===== src/rtl/ctaus_pkg.sv =====
package ctaus_pkg;

  localparam int unsigned WordWidth  = 32;
  localparam int unsigned CountWidth = 5;

  localparam logic [WordWidth-1:0] SeedValue = 32'd12345;
  localparam logic [WordWidth-1:0] MaskOne   = 32'd4294967294;
  localparam logic [WordWidth-1:0] MaskTwo   = 32'd4294967288;
  localparam logic [WordWidth-1:0] MaskThree = 32'd4294967280;
  localparam logic [WordWidth-1:0] MaskFour  = 32'd4294967168;

  typedef enum logic [1:0] {
    ST_IDLE,
    ST_DIVIDE,
    ST_FINISH
  } state_t;

  typedef struct packed {
    logic load;
    logic step;
    logic write_out;
  } cmd_t;

  typedef struct packed {
    logic last_step;
  } status_t;

  function automatic logic [WordWidth-1:0] taus_advance(
    input logic [WordWidth-1:0] c,
    input int unsigned          s1,
    input int unsigned          s2,
    input logic [WordWidth-1:0] mask,
    input int unsigned          s3
  );
    logic [WordWidth-1:0] fb;
    fb = ((c << s1) ^ c) >> s2;
    return ((c & mask) << s3) ^ fb;
  endfunction

endpackage


===== src/rtl/ctaus_dp.sv =====
module ctaus_dp (
  input  logic                           clk,
  input  logic                           rst,
  input  ctaus_pkg::cmd_t                cmd,
  output ctaus_pkg::status_t             sts,
  input  logic [ctaus_pkg::WordWidth-1:0] range_limit,
  output logic [ctaus_pkg::WordWidth-1:0] random_value,
  output logic                           limit_zero_error
);

  logic [ctaus_pkg::WordWidth-1:0]  component_one;
  logic [ctaus_pkg::WordWidth-1:0]  component_two;
  logic [ctaus_pkg::WordWidth-1:0]  component_three;
  logic [ctaus_pkg::WordWidth-1:0]  component_four;
  logic [ctaus_pkg::WordWidth-1:0]  component_one_next;
  logic [ctaus_pkg::WordWidth-1:0]  component_two_next;
  logic [ctaus_pkg::WordWidth-1:0]  component_three_next;
  logic [ctaus_pkg::WordWidth-1:0]  component_four_next;
  logic [ctaus_pkg::WordWidth-1:0]  word_next;
  logic [ctaus_pkg::WordWidth-1:0]  divisor;
  logic [ctaus_pkg::WordWidth-1:0]  dividend;
  logic [ctaus_pkg::WordWidth-1:0]  rem;
  logic [ctaus_pkg::WordWidth:0]    trial;
  logic [ctaus_pkg::CountWidth-1:0] count;
  logic                             limit_zero;

  assign component_one_next   = ctaus_pkg::taus_advance(component_one, 6, 13,
                                  ctaus_pkg::MaskOne, 18);
  assign component_two_next   = ctaus_pkg::taus_advance(component_two, 2, 27,
                                  ctaus_pkg::MaskTwo, 2);
  assign component_three_next = ctaus_pkg::taus_advance(component_three, 13, 21,
                                  ctaus_pkg::MaskThree, 7);
  assign component_four_next  = ctaus_pkg::taus_advance(component_four, 3, 12,
                                  ctaus_pkg::MaskFour, 13);
  assign word_next = component_one_next ^ component_two_next
                   ^ component_three_next ^ component_four_next;

  assign trial = {rem, dividend[ctaus_pkg::WordWidth-1]} - {1'b0, divisor};
  assign sts.last_step = (count == '0);

  always_ff @(posedge clk) begin
    if (rst) begin
      component_one   <= ctaus_pkg::SeedValue;
      component_two   <= ctaus_pkg::SeedValue;
      component_three <= ctaus_pkg::SeedValue;
      component_four  <= ctaus_pkg::SeedValue;
      count           <= '0;
    end else if (cmd.load) begin
      component_one   <= component_one_next;
      component_two   <= component_two_next;
      component_three <= component_three_next;
      component_four  <= component_four_next;
      count           <= '1;
    end else if (cmd.step) begin
      count <= count - 1'b1;
    end
  end

  // restoring division, one quotient bit per step
  always_ff @(posedge clk) begin
    if (cmd.load) begin
      divisor    <= range_limit;
      dividend   <= word_next;
      rem        <= '0;
      limit_zero <= (range_limit == '0);
    end else if (cmd.step) begin
      dividend <= {dividend[ctaus_pkg::WordWidth-2:0], 1'b0};
      if (trial[ctaus_pkg::WordWidth]) begin
        rem <= {rem[ctaus_pkg::WordWidth-2:0], dividend[ctaus_pkg::WordWidth-1]};
      end else begin
        rem <= trial[ctaus_pkg::WordWidth-1:0];
      end
    end
  end

  always_ff @(posedge clk) begin
    if (cmd.write_out) begin
      random_value     <= limit_zero ? '0 : rem;
      limit_zero_error <= limit_zero;
    end
  end

endmodule


===== src/rtl/ctaus_ctrl.sv =====
module ctaus_ctrl (
  input  logic               clk,
  input  logic               rst,
  input  logic               in_valid,
  output logic               in_stall,
  output logic               out_valid,
  input  logic               out_stall,
  output ctaus_pkg::cmd_t    cmd,
  input  ctaus_pkg::status_t sts
);

  ctaus_pkg::state_t state;
  ctaus_pkg::state_t state_next;
  logic              out_full;
  logic              out_full_next;

  always_comb begin
    state_next = state;
    case (state)
      ctaus_pkg::ST_IDLE: begin
        if (in_valid) state_next = ctaus_pkg::ST_DIVIDE;
      end
      ctaus_pkg::ST_DIVIDE: begin
        if (sts.last_step) state_next = ctaus_pkg::ST_FINISH;
      end
      ctaus_pkg::ST_FINISH: begin
        if (!out_full || !out_stall) state_next = ctaus_pkg::ST_IDLE;
      end
      default: state_next = ctaus_pkg::ST_IDLE;
    endcase
  end

  always_comb begin
    in_stall      = (state != ctaus_pkg::ST_IDLE);
    cmd.load      = (state == ctaus_pkg::ST_IDLE) && in_valid;
    cmd.step      = (state == ctaus_pkg::ST_DIVIDE);
    cmd.write_out = (state == ctaus_pkg::ST_FINISH) && (!out_full || !out_stall);
  end

  always_comb begin
    out_full_next = out_full;
    if (cmd.write_out) begin
      out_full_next = 1'b1;
    end else if (out_full && !out_stall) begin
      out_full_next = 1'b0;
    end
  end

  always_ff @(posedge clk) begin
    if (rst) begin
      state    <= ctaus_pkg::ST_IDLE;
      out_full <= 1'b0;
    end else begin
      state    <= state_next;
      out_full <= out_full_next;
    end
  end

  assign out_valid = out_full;

  assert property (@(posedge clk) disable iff (rst)
    cmd.load |=> state == ctaus_pkg::ST_DIVIDE)
    else $error("load did not start division");

  assert property (@(posedge clk) disable iff (rst)
    (state == ctaus_pkg::ST_DIVIDE && sts.last_step) |=> state == ctaus_pkg::ST_FINISH)
    else $error("division did not finish on last step");

  assert property (@(posedge clk) disable iff (rst)
    cmd.write_out |=> out_valid)
    else $error("result written but not presented");

  assert property (@(posedge clk) disable iff (rst)
    (state == ctaus_pkg::ST_FINISH && out_full && out_stall) |=> state == ctaus_pkg::ST_FINISH)
    else $error("finished result dropped while output stalled");

endmodule


===== src/rtl/combined_tausworthe_random.sv =====
// channel | signals                      | direction
// input   | in_valid, in_stall           | range_limit in
// output  | out_valid, out_stall         | random_value, limit_zero_error out
//
// In one draw, the accepting cycle advances the four components, then a
// radix-2 restoring divider runs 32 steps for the remainder, then the finish
// state loads the output register once that register is empty or not stalled.
// Reset (rst, synchronous) seeds all components with 12345 and empties the output.
// A stalled output holds the finished draw; the input is taken again once the
// divider hands its result to the output register.
module combined_tausworthe_random (
  input  logic                            clk,
  input  logic                            rst,
  input  logic                            in_valid,
  output logic                            in_stall,
  input  logic [ctaus_pkg::WordWidth-1:0] range_limit,
  output logic                            out_valid,
  input  logic                            out_stall,
  output logic [ctaus_pkg::WordWidth-1:0] random_value,
  output logic                            limit_zero_error
);

  ctaus_pkg::cmd_t    cmd;
  ctaus_pkg::status_t sts;

  ctaus_ctrl u_ctrl (
    .clk       (clk),
    .rst       (rst),
    .in_valid  (in_valid),
    .in_stall  (in_stall),
    .out_valid (out_valid),
    .out_stall (out_stall),
    .cmd       (cmd),
    .sts       (sts)
  );

  ctaus_dp u_dp (
    .clk              (clk),
    .rst              (rst),
    .cmd              (cmd),
    .sts              (sts),
    .range_limit      (range_limit),
    .random_value     (random_value),
    .limit_zero_error (limit_zero_error)
  );

endmodule


===== config.mk =====
export PLATFORM = sky130hd
export DESIGN_NAME = combined_tausworthe_random
export DESIGN_NICKNAME = d
export VERILOG_FILES = /design/src/rtl/ctaus_pkg.sv /design/src/rtl/ctaus_dp.sv /design/src/rtl/ctaus_ctrl.sv /design/src/rtl/combined_tausworthe_random.sv
export SDC_FILE = /design/constraint.sdc
export NUM_CORES = 1
export LEC_CHECK = 0
export BUFFER_PORTS_ARGS = -buffer_cell sky130_fd_sc_hd__buf_2
export CAP_MARGIN = 30
export CORE_AREA = 3 3 264 162
export DETAILED_ROUTE_END_ITERATION = 6
export DIE_AREA = 0 0 267 165
export HOLD_SLACK_MARGIN = 0.15
export PLACE_DENSITY_LB_ADDON = 0.25
export SYNTH_ARGS = -nofsm -noshare
export SYNTH_HDL_FRONTEND = slang
export SYNTH_SLANG_ARGS = --single-unit

===== constraint.sdc =====
create_clock -name clk -period 2.9 [get_ports clk]
set_input_delay 0.58 -clock clk [delete_from_list [all_inputs] [get_ports clk]]
set_output_delay 0.58 -clock clk [all_outputs]
set_load 0.02 [all_outputs]

==> out/results.ini, run 1 <==
[outcome]
outcome = finished with violations
violations = negative setup slack

[floorplan]
fp.dieArea_um2 = 44100
ios = 71
coreArea_um2 = 40400
start_util_pct = 30.1
rows = 57
fp.dieW_um = 267
die_h_um = 165

[clock_tree]
tritoncts = yes
cts_inserted_buffers = 27
cts_max_path_buffers = 3
path_clk_slew_ps = 70
htreeDepth = 1
clk_latency_ps = 550
root_buffer = clkbuf_16
hold_buffers = 0
clock_sinks = 251

[sta]
setup_ws_ps = -111
slew_headroom_pct = 50.7
drv_slew = 0
skew_ps = 16.0
hold_viol_final = 0
max_clock_freq_mhz = 332
layout_min_cycle_time_ps = 3010
fin_setup_tns_ps = -771
tightestPinTransition_ps = 739
post-route-period-util_pct = 104
final-setup-viol-count = 19
fin_worst_hold_slack_ps = 223
rsz0062_at_grt = true

[layout]
diodes = 0
final_common_cell = nand2_1
final_layout_size_suffix_gt1_share_pct = 17.7
area_delta_synth_final_pct = 22.3
final_cell_mix = 227 x nand2_1, 159 x xnor2_1, 153 x dfxtp_1, 110 x a21oi_1, 98 x edfxtp_1
nNetsFinal = 1475

[synth]
async_flop_share_pct = 0
synthesis.nets = 1355
synth-simple-area-share_pct = 14.7
synth-compound-area-share_pct = 15.0
synth_edf_count = 98
ys_warn_count = 0
ys_ff_latch = 251
synth_top_family_by_area = compound AO/OA/AOI/OAI gates
ys_seq_area_share_pct = 49.5
syn_area_um2 = 12100
syn_inst = 1284
synth_fa_ha_area_share_pct = 3.67
synth_xor_area_share_pct = 13.1
ys.flop_type = dfxtp_1
avgSynthCellArea_um2 = 9.45
yosysTopAreaCellShare_pct = 25.2
synth_cell_type_count = 63
synthTopCellsByArea = dfxtp_1 25%, edfxtp_1 24%, xnor2_1 11%
post-synth-top-area-cell = dfxtp_1
synthMuxAreaShare_pct = 0.423

[worst_setup_path]
cp_max_fo = 12
critical_path_arrival_ps = 3480
start_kind = flip-flop
required_ps = 3370
worst_setup_path_end_kind = flip-flop
ff2ff_path_depth = 13
crit_type = reg -> reg

[detailed_routing]
wl_per_cell_um = 17.6
drtIter0Drc = 919
firstDrtPassIters = 5
drt-vias-per-instance = 4.87
ant_nets = 0
routed-via-count = 9528
totalWireLength_um = 34500
route.detailed.drc = 0

[global_routing]
gr-total-overflow = 0
grt_pass1_wl_um = 52600
grt_use_total_pct = 15.5
antenna_found_initial = 0
grt_pass1_vias = 8752
grt_max_degree = 165

[min_path]
worstHoldPathType = in -> reg
min_path_cells = 1

[power_and_ir_drop]
pwr_density_cell_nw_per_um2 = 651
leakagePower_nw = 5.52
power_mw = 9.67
ir_worst_vdd_mv = 0.419

[placement]
port_buffers = 70
gp_congestion = 0.857
dpl.hpwl_um = 25200

[job]
maxCapViolations = 0

[repair_timing]
action	4_1_cts	5_1_grt
setup endpoints to repair	30	32
buffers inserted	2	1
resized for setup	13	27
pin swaps	6	4
[cell usage after synthesis, types with 7 or more instances]
| cell type | n |
|---|---|
| a211o_1 | 12 |
| a211oi_1 | 33 |
| a21o_1 | 15 |
| a21oi_1 | 115 |
| a32oi_1 | 9 |
| clkbuf_1 | 64 |
| dfxtp_1 | 153 |
| edfxtp_1 | 98 |
| ha_1 | 34 |
| inv_1 | 40 |
| nand2_1 | 230 |
| nand3b_1 | 7 |
| nand4_1 | 8 |
| nor2_1 | 71 |
| nor2b_1 | 38 |
| nor3_1 | 8 |
| nor4_1 | 10 |
| o21ai_0 | 61 |
| o21ai_1 | 14 |
| xnor2_1 | 159 |
| xor2_1 | 23 |
[worst max-delay path, stage by stage, from the launching register on]
cell and delay (ps):
edfxtp_1 350, inv_1 50, ha_2 180, fa_2 340, nand2b_4 150, a21o_1 190, a211o_1 290, a41oi_2 240
o211ai_2 110, or4_4 470, buf_8 180, nor4_2 200, a31oi_1 70, o211ai_1 110
[final timing paths]
check	from	slack, ps	endpoint
setup / recovery	u_dp.dividend[31]$_DFFE_PP_	-110	u_dp.rem[30]$_SDFFE_PP0P_
hold / removal	range_limit[19]	220	u_dp.divisor[19]$_DFFE_PP_
setup reg to reg	u_dp.dividend[31]$_DFFE_PP_	-110	u_dp.rem[30]$_SDFFE_PP0P_
hold reg to reg	u_dp.component_two[31]$_SDFFE_PP0P_	470	u_dp.component_two[31]$_SDFFE_PP0P_
[layout make-up]
type | instances | area (um^2)
Clock inverter | 19 | 267
Inverter | 41 | 156
Clock buffer | 31 | 723
Multi-Input combinational cell | 920 | 5920
Timing Repair Buffer | 163 | 1110
Fill cell | 4057 | 25500
Tap cell | 531 | 664
Sequential cell | 251 | 6010
[layer usage]
layer | share of wire [%] | track usage [%]
met2 | 36 | 19.2
met1 | 57 | 26.8
met4 | 1.4 | 2.86
met3 | 6.0 | 2.29
met5 | 0 | 0
[cell families (layout without fill, tap and decap cells)]
| logic type | after synthesis | count (layout) |
|---|---|---|
| flops | 251 | 251 |
| buf+inv | 113 | 254 |
| simple gates | 401 | 401 |
| compound gates | 297 | 297 |
| mux | 5 | 5 |
| xor+xnor | 182 | 182 |
| fa+ha+maj | 35 | 35 |
[per-stage QoR]
| step | util [%] | setup WS (ps) | cells | instance area (um^2) |
|---|---|---|---|---|
| after global routing | 36.8 | -230 | 1956 | 14800 |
| final | 36.8 | -111 | 1956 | 14800 |
| after floorplan | - | -0.660 | 1284 | 12200 |
| after detailed placement | 33.9 | -191 | 1904 | 13700 |
| after CTS | 36.6 | -103 | 1956 | 14800 |
| after global placement | 33.9 | -171 | 1904 | 13700 |
[power breakdown]
group          internal, mW  switching, mW
clock network          2.34           1.55
logic                 0.633          0.918
registers              4.00          0.222
[flip-flops by register name, indices dropped and copies added, names as in the netlist]
signal / flops
u_dp.component_four: 25
u_dp.component_two: 29
u_ctrl.state: 2
u_dp.count: 5
u_dp.limit_zero_error: 1
u_dp.component_three: 28
u_dp.rem: 32
u_dp.random_value: 32
u_dp.divisor: 32
u_dp.limit_zero: 1
u_dp.component_one: 31
u_ctrl.out_valid: 1
u_dp.dividend: 32
Note: power is estimated with default switching activity, not from simulation.
==> inputs of run 2 (changes only) <==
--- a/config.mk
+++ b/config.mk
@@ -12,6 +12,7 @@
 export DIE_AREA = 0 0 267 165
 export HOLD_SLACK_MARGIN = 0.15
 export PLACE_DENSITY_LB_ADDON = 0.25
+export SETUP_SLACK_MARGIN = 0.15
 export SYNTH_ARGS = -nofsm -noshare
 export SYNTH_HDL_FRONTEND = slang
 export SYNTH_SLANG_ARGS = --single-unit
==> out/results.ini, run 2 (synthesis results as in run 1) <==
[layout]
fin_cells = 1948
diodes = 0
final_cell_mix = 228 x nand2_1, 159 x xnor2_1, 153 x dfxtp_1, 111 x a21oi_1, 98 x edfxtp_1
n_fill_cell = 4134
final_layout_size_suffix_gt1_share_pct = 16.0
design_area_um2 = 14600
area_delta_synth_final_pct = 20.1
nNetsFinal = 1468
final_common_cell = nand2_1

[placement]
dpl.hpwl_um = 24700
placed_cells = 1898
port_buffers = 70
gp_congestion = 0.854
dp_slack_ps = -161
placed_cell_area_um2 = 13700

[power_and_ir_drop]
pwr_density_cell_nw_per_um2 = 618
p_sw_share_pct = 28.4
sequentialPowerShare_pct = 47.1
ir_worst_vdd_mv = 0.415
power_frac_clock_pct = 36.0
comb_power_share_pct = 16.8
leakagePower_nw = 5.39
p_int_mw = 6.45
p_sw_mw = 2.55

[clock_tree]
path_clk_slew_ps = 60
cts_inserted_buffers = 26
tritoncts = yes
hold_buffers = 0
clock_sinks = 251
clk_latency_ps = 540
root_buffer = clkbuf_16
htreeDepth = 1
cts_max_path_buffers = 3

[min_path]
hp-start = range_limit[30]
worstHoldPathType = in -> reg

[floorplan]
fp.dieW_um = 267
fp.dieArea_um2 = 44100
rows = 57
coreArea_um2 = 40400
die_h_um = 165
ios = 71
start_util_pct = 30.1

[detailed_routing]
drt-vias-per-instance = 4.81
wl_per_cell_um = 17.7
firstDrtPassIters = 5
totalWireLength_um = 34500
ant_nets = 0
route.detailed.drc = 0
routed-via-count = 9374
drtIter0Drc = 765

[worst_setup_path]
critical_path_arrival_ps = 3430
crit_type = reg -> reg
critPathLaunch = u_dp.dividend[31]$_DFFE_PP_
cp_max_fo = 21
start_kind = flip-flop
rrSetupSlack_ps = -130
worst_setup_path_end_kind = flip-flop
rr_startpoint = u_dp.dividend[31]$_DFFE_PP_
required_ps = 3300

[global_routing]
gr-total-overflow = 0
grt_use_total_pct = 15.4
grt_pass1_vias = 8763
grt_pass1_wl_um = 52500
antenna_found_initial = 0
grt_max_degree = 165

[sta]
final-setup-viol-count = 22
hold_viol_final = 0
skew_ps = 19.7
tightestPinTransition_ps = 855
drv_slew = 0
layout_min_cycle_time_ps = 3030
setup_ws_ps = -129
post-route-period-util_pct = 104
rsz0062_at_grt = true
slew_headroom_pct = 43.0
max_clock_freq_mhz = 330

[outcome]
violations = negative setup slack
outcome = finished with violations

[job]
maxCapViolations = 0

run 2: cell types whose count changed in the layout (fill, tap and decap cells not counted), moves of 3 or more:
| cell | previous run | this run |
|---|---|---|
| buf_6 | 2 | 5 |
| bufinv_16 | 6 | 0 |
| clkinv_1 | 0 | 4 |
| clkbuf_8 | 1 | 4 |
| buf_4 | 87 | 79 |
| clkbuf_1 | 1 | 6 |
run 2: per-layer routing:
metal	track usage (%)	part of all wire [%]	wire [um]
met1	26.2	57	19600
met2	19.5	36	12500
met3	2.20	5.1	1750
met4	3.14	1.8	611
met5	0	0	0
run 2: power by group through the flow:
stage	Combinational (mW)	Clock, mW	Sequential [mW]
after floorplan	1.06	0	4.23
after global placement	1.50	0	4.31
after detailed placement	1.51	0	4.31
after CTS	1.52	3.33	4.24
after global routing	1.69	3.46	4.27
final	1.51	3.24	4.24
run 2: final timing paths:
check | endpoint | cells past startpoint
worst max-delay path | u_dp.rem[21]$_SDFFE_PP0P_ | 12
worst min-delay path | u_dp.divisor[30]$_DFFE_PP_ | 1
worst max register to register | u_dp.rem[21]$_SDFFE_PP0P_ | 12
worst min register to register | u_dp.component_one[28]$_SDFFE_PP0P_ | 2
run 2: layout make-up:
cell class	instances	area, um^2	share of cell area, %
Tap cell	531	664	4.56
Clock buffer	37	753	5.17
Clock inverter	11	60.1	0.412
Sequential cell	251	6010	41.2
Inverter	41	156	1.07
Multi-Input combinational cell	920	5860	40.2
Timing Repair Buffer	157	1070	7.38
run 2: critical path: stages (launching register included):
cell and delay [ps]:
edfxtp_1 340, inv_1 50, ha_2 180, fa_2 350
nand2b_4 150, a21o_1 190, a211o_1 290, a41oi_2 230
o211ai_2 130, or4_4 460, buf_6 200, a32oi_1 210
o21ai_1 100
run 2: stage by stage:
stage | setup TNS (ps) | power (mW) | utilization [%] | hold WS [ps]
2_1_floorplan | 0 | 5.29 | - | 448
3_3_place_gp | -640 | 5.81 | 33.9 | 455
3_5_place_dp | -2490 | 5.82 | 33.9 | 463
4_1_cts | -3370 | 9.09 | 36.0 | 197
5_1_grt | -7300 | 9.41 | 36.1 | 200
6_report | -1230 | 9.00 | 36.1 | 229
run 2: what timing repair did:
| action | 4_1_cts | 5_1_grt |
|---|---|---|
| endpoints found under the setup margin | 32 | 32 |
| setup buffers | 1 | 1 |
| pin swaps | 3 | 1 |
| resized for setup | 14 | 6 |
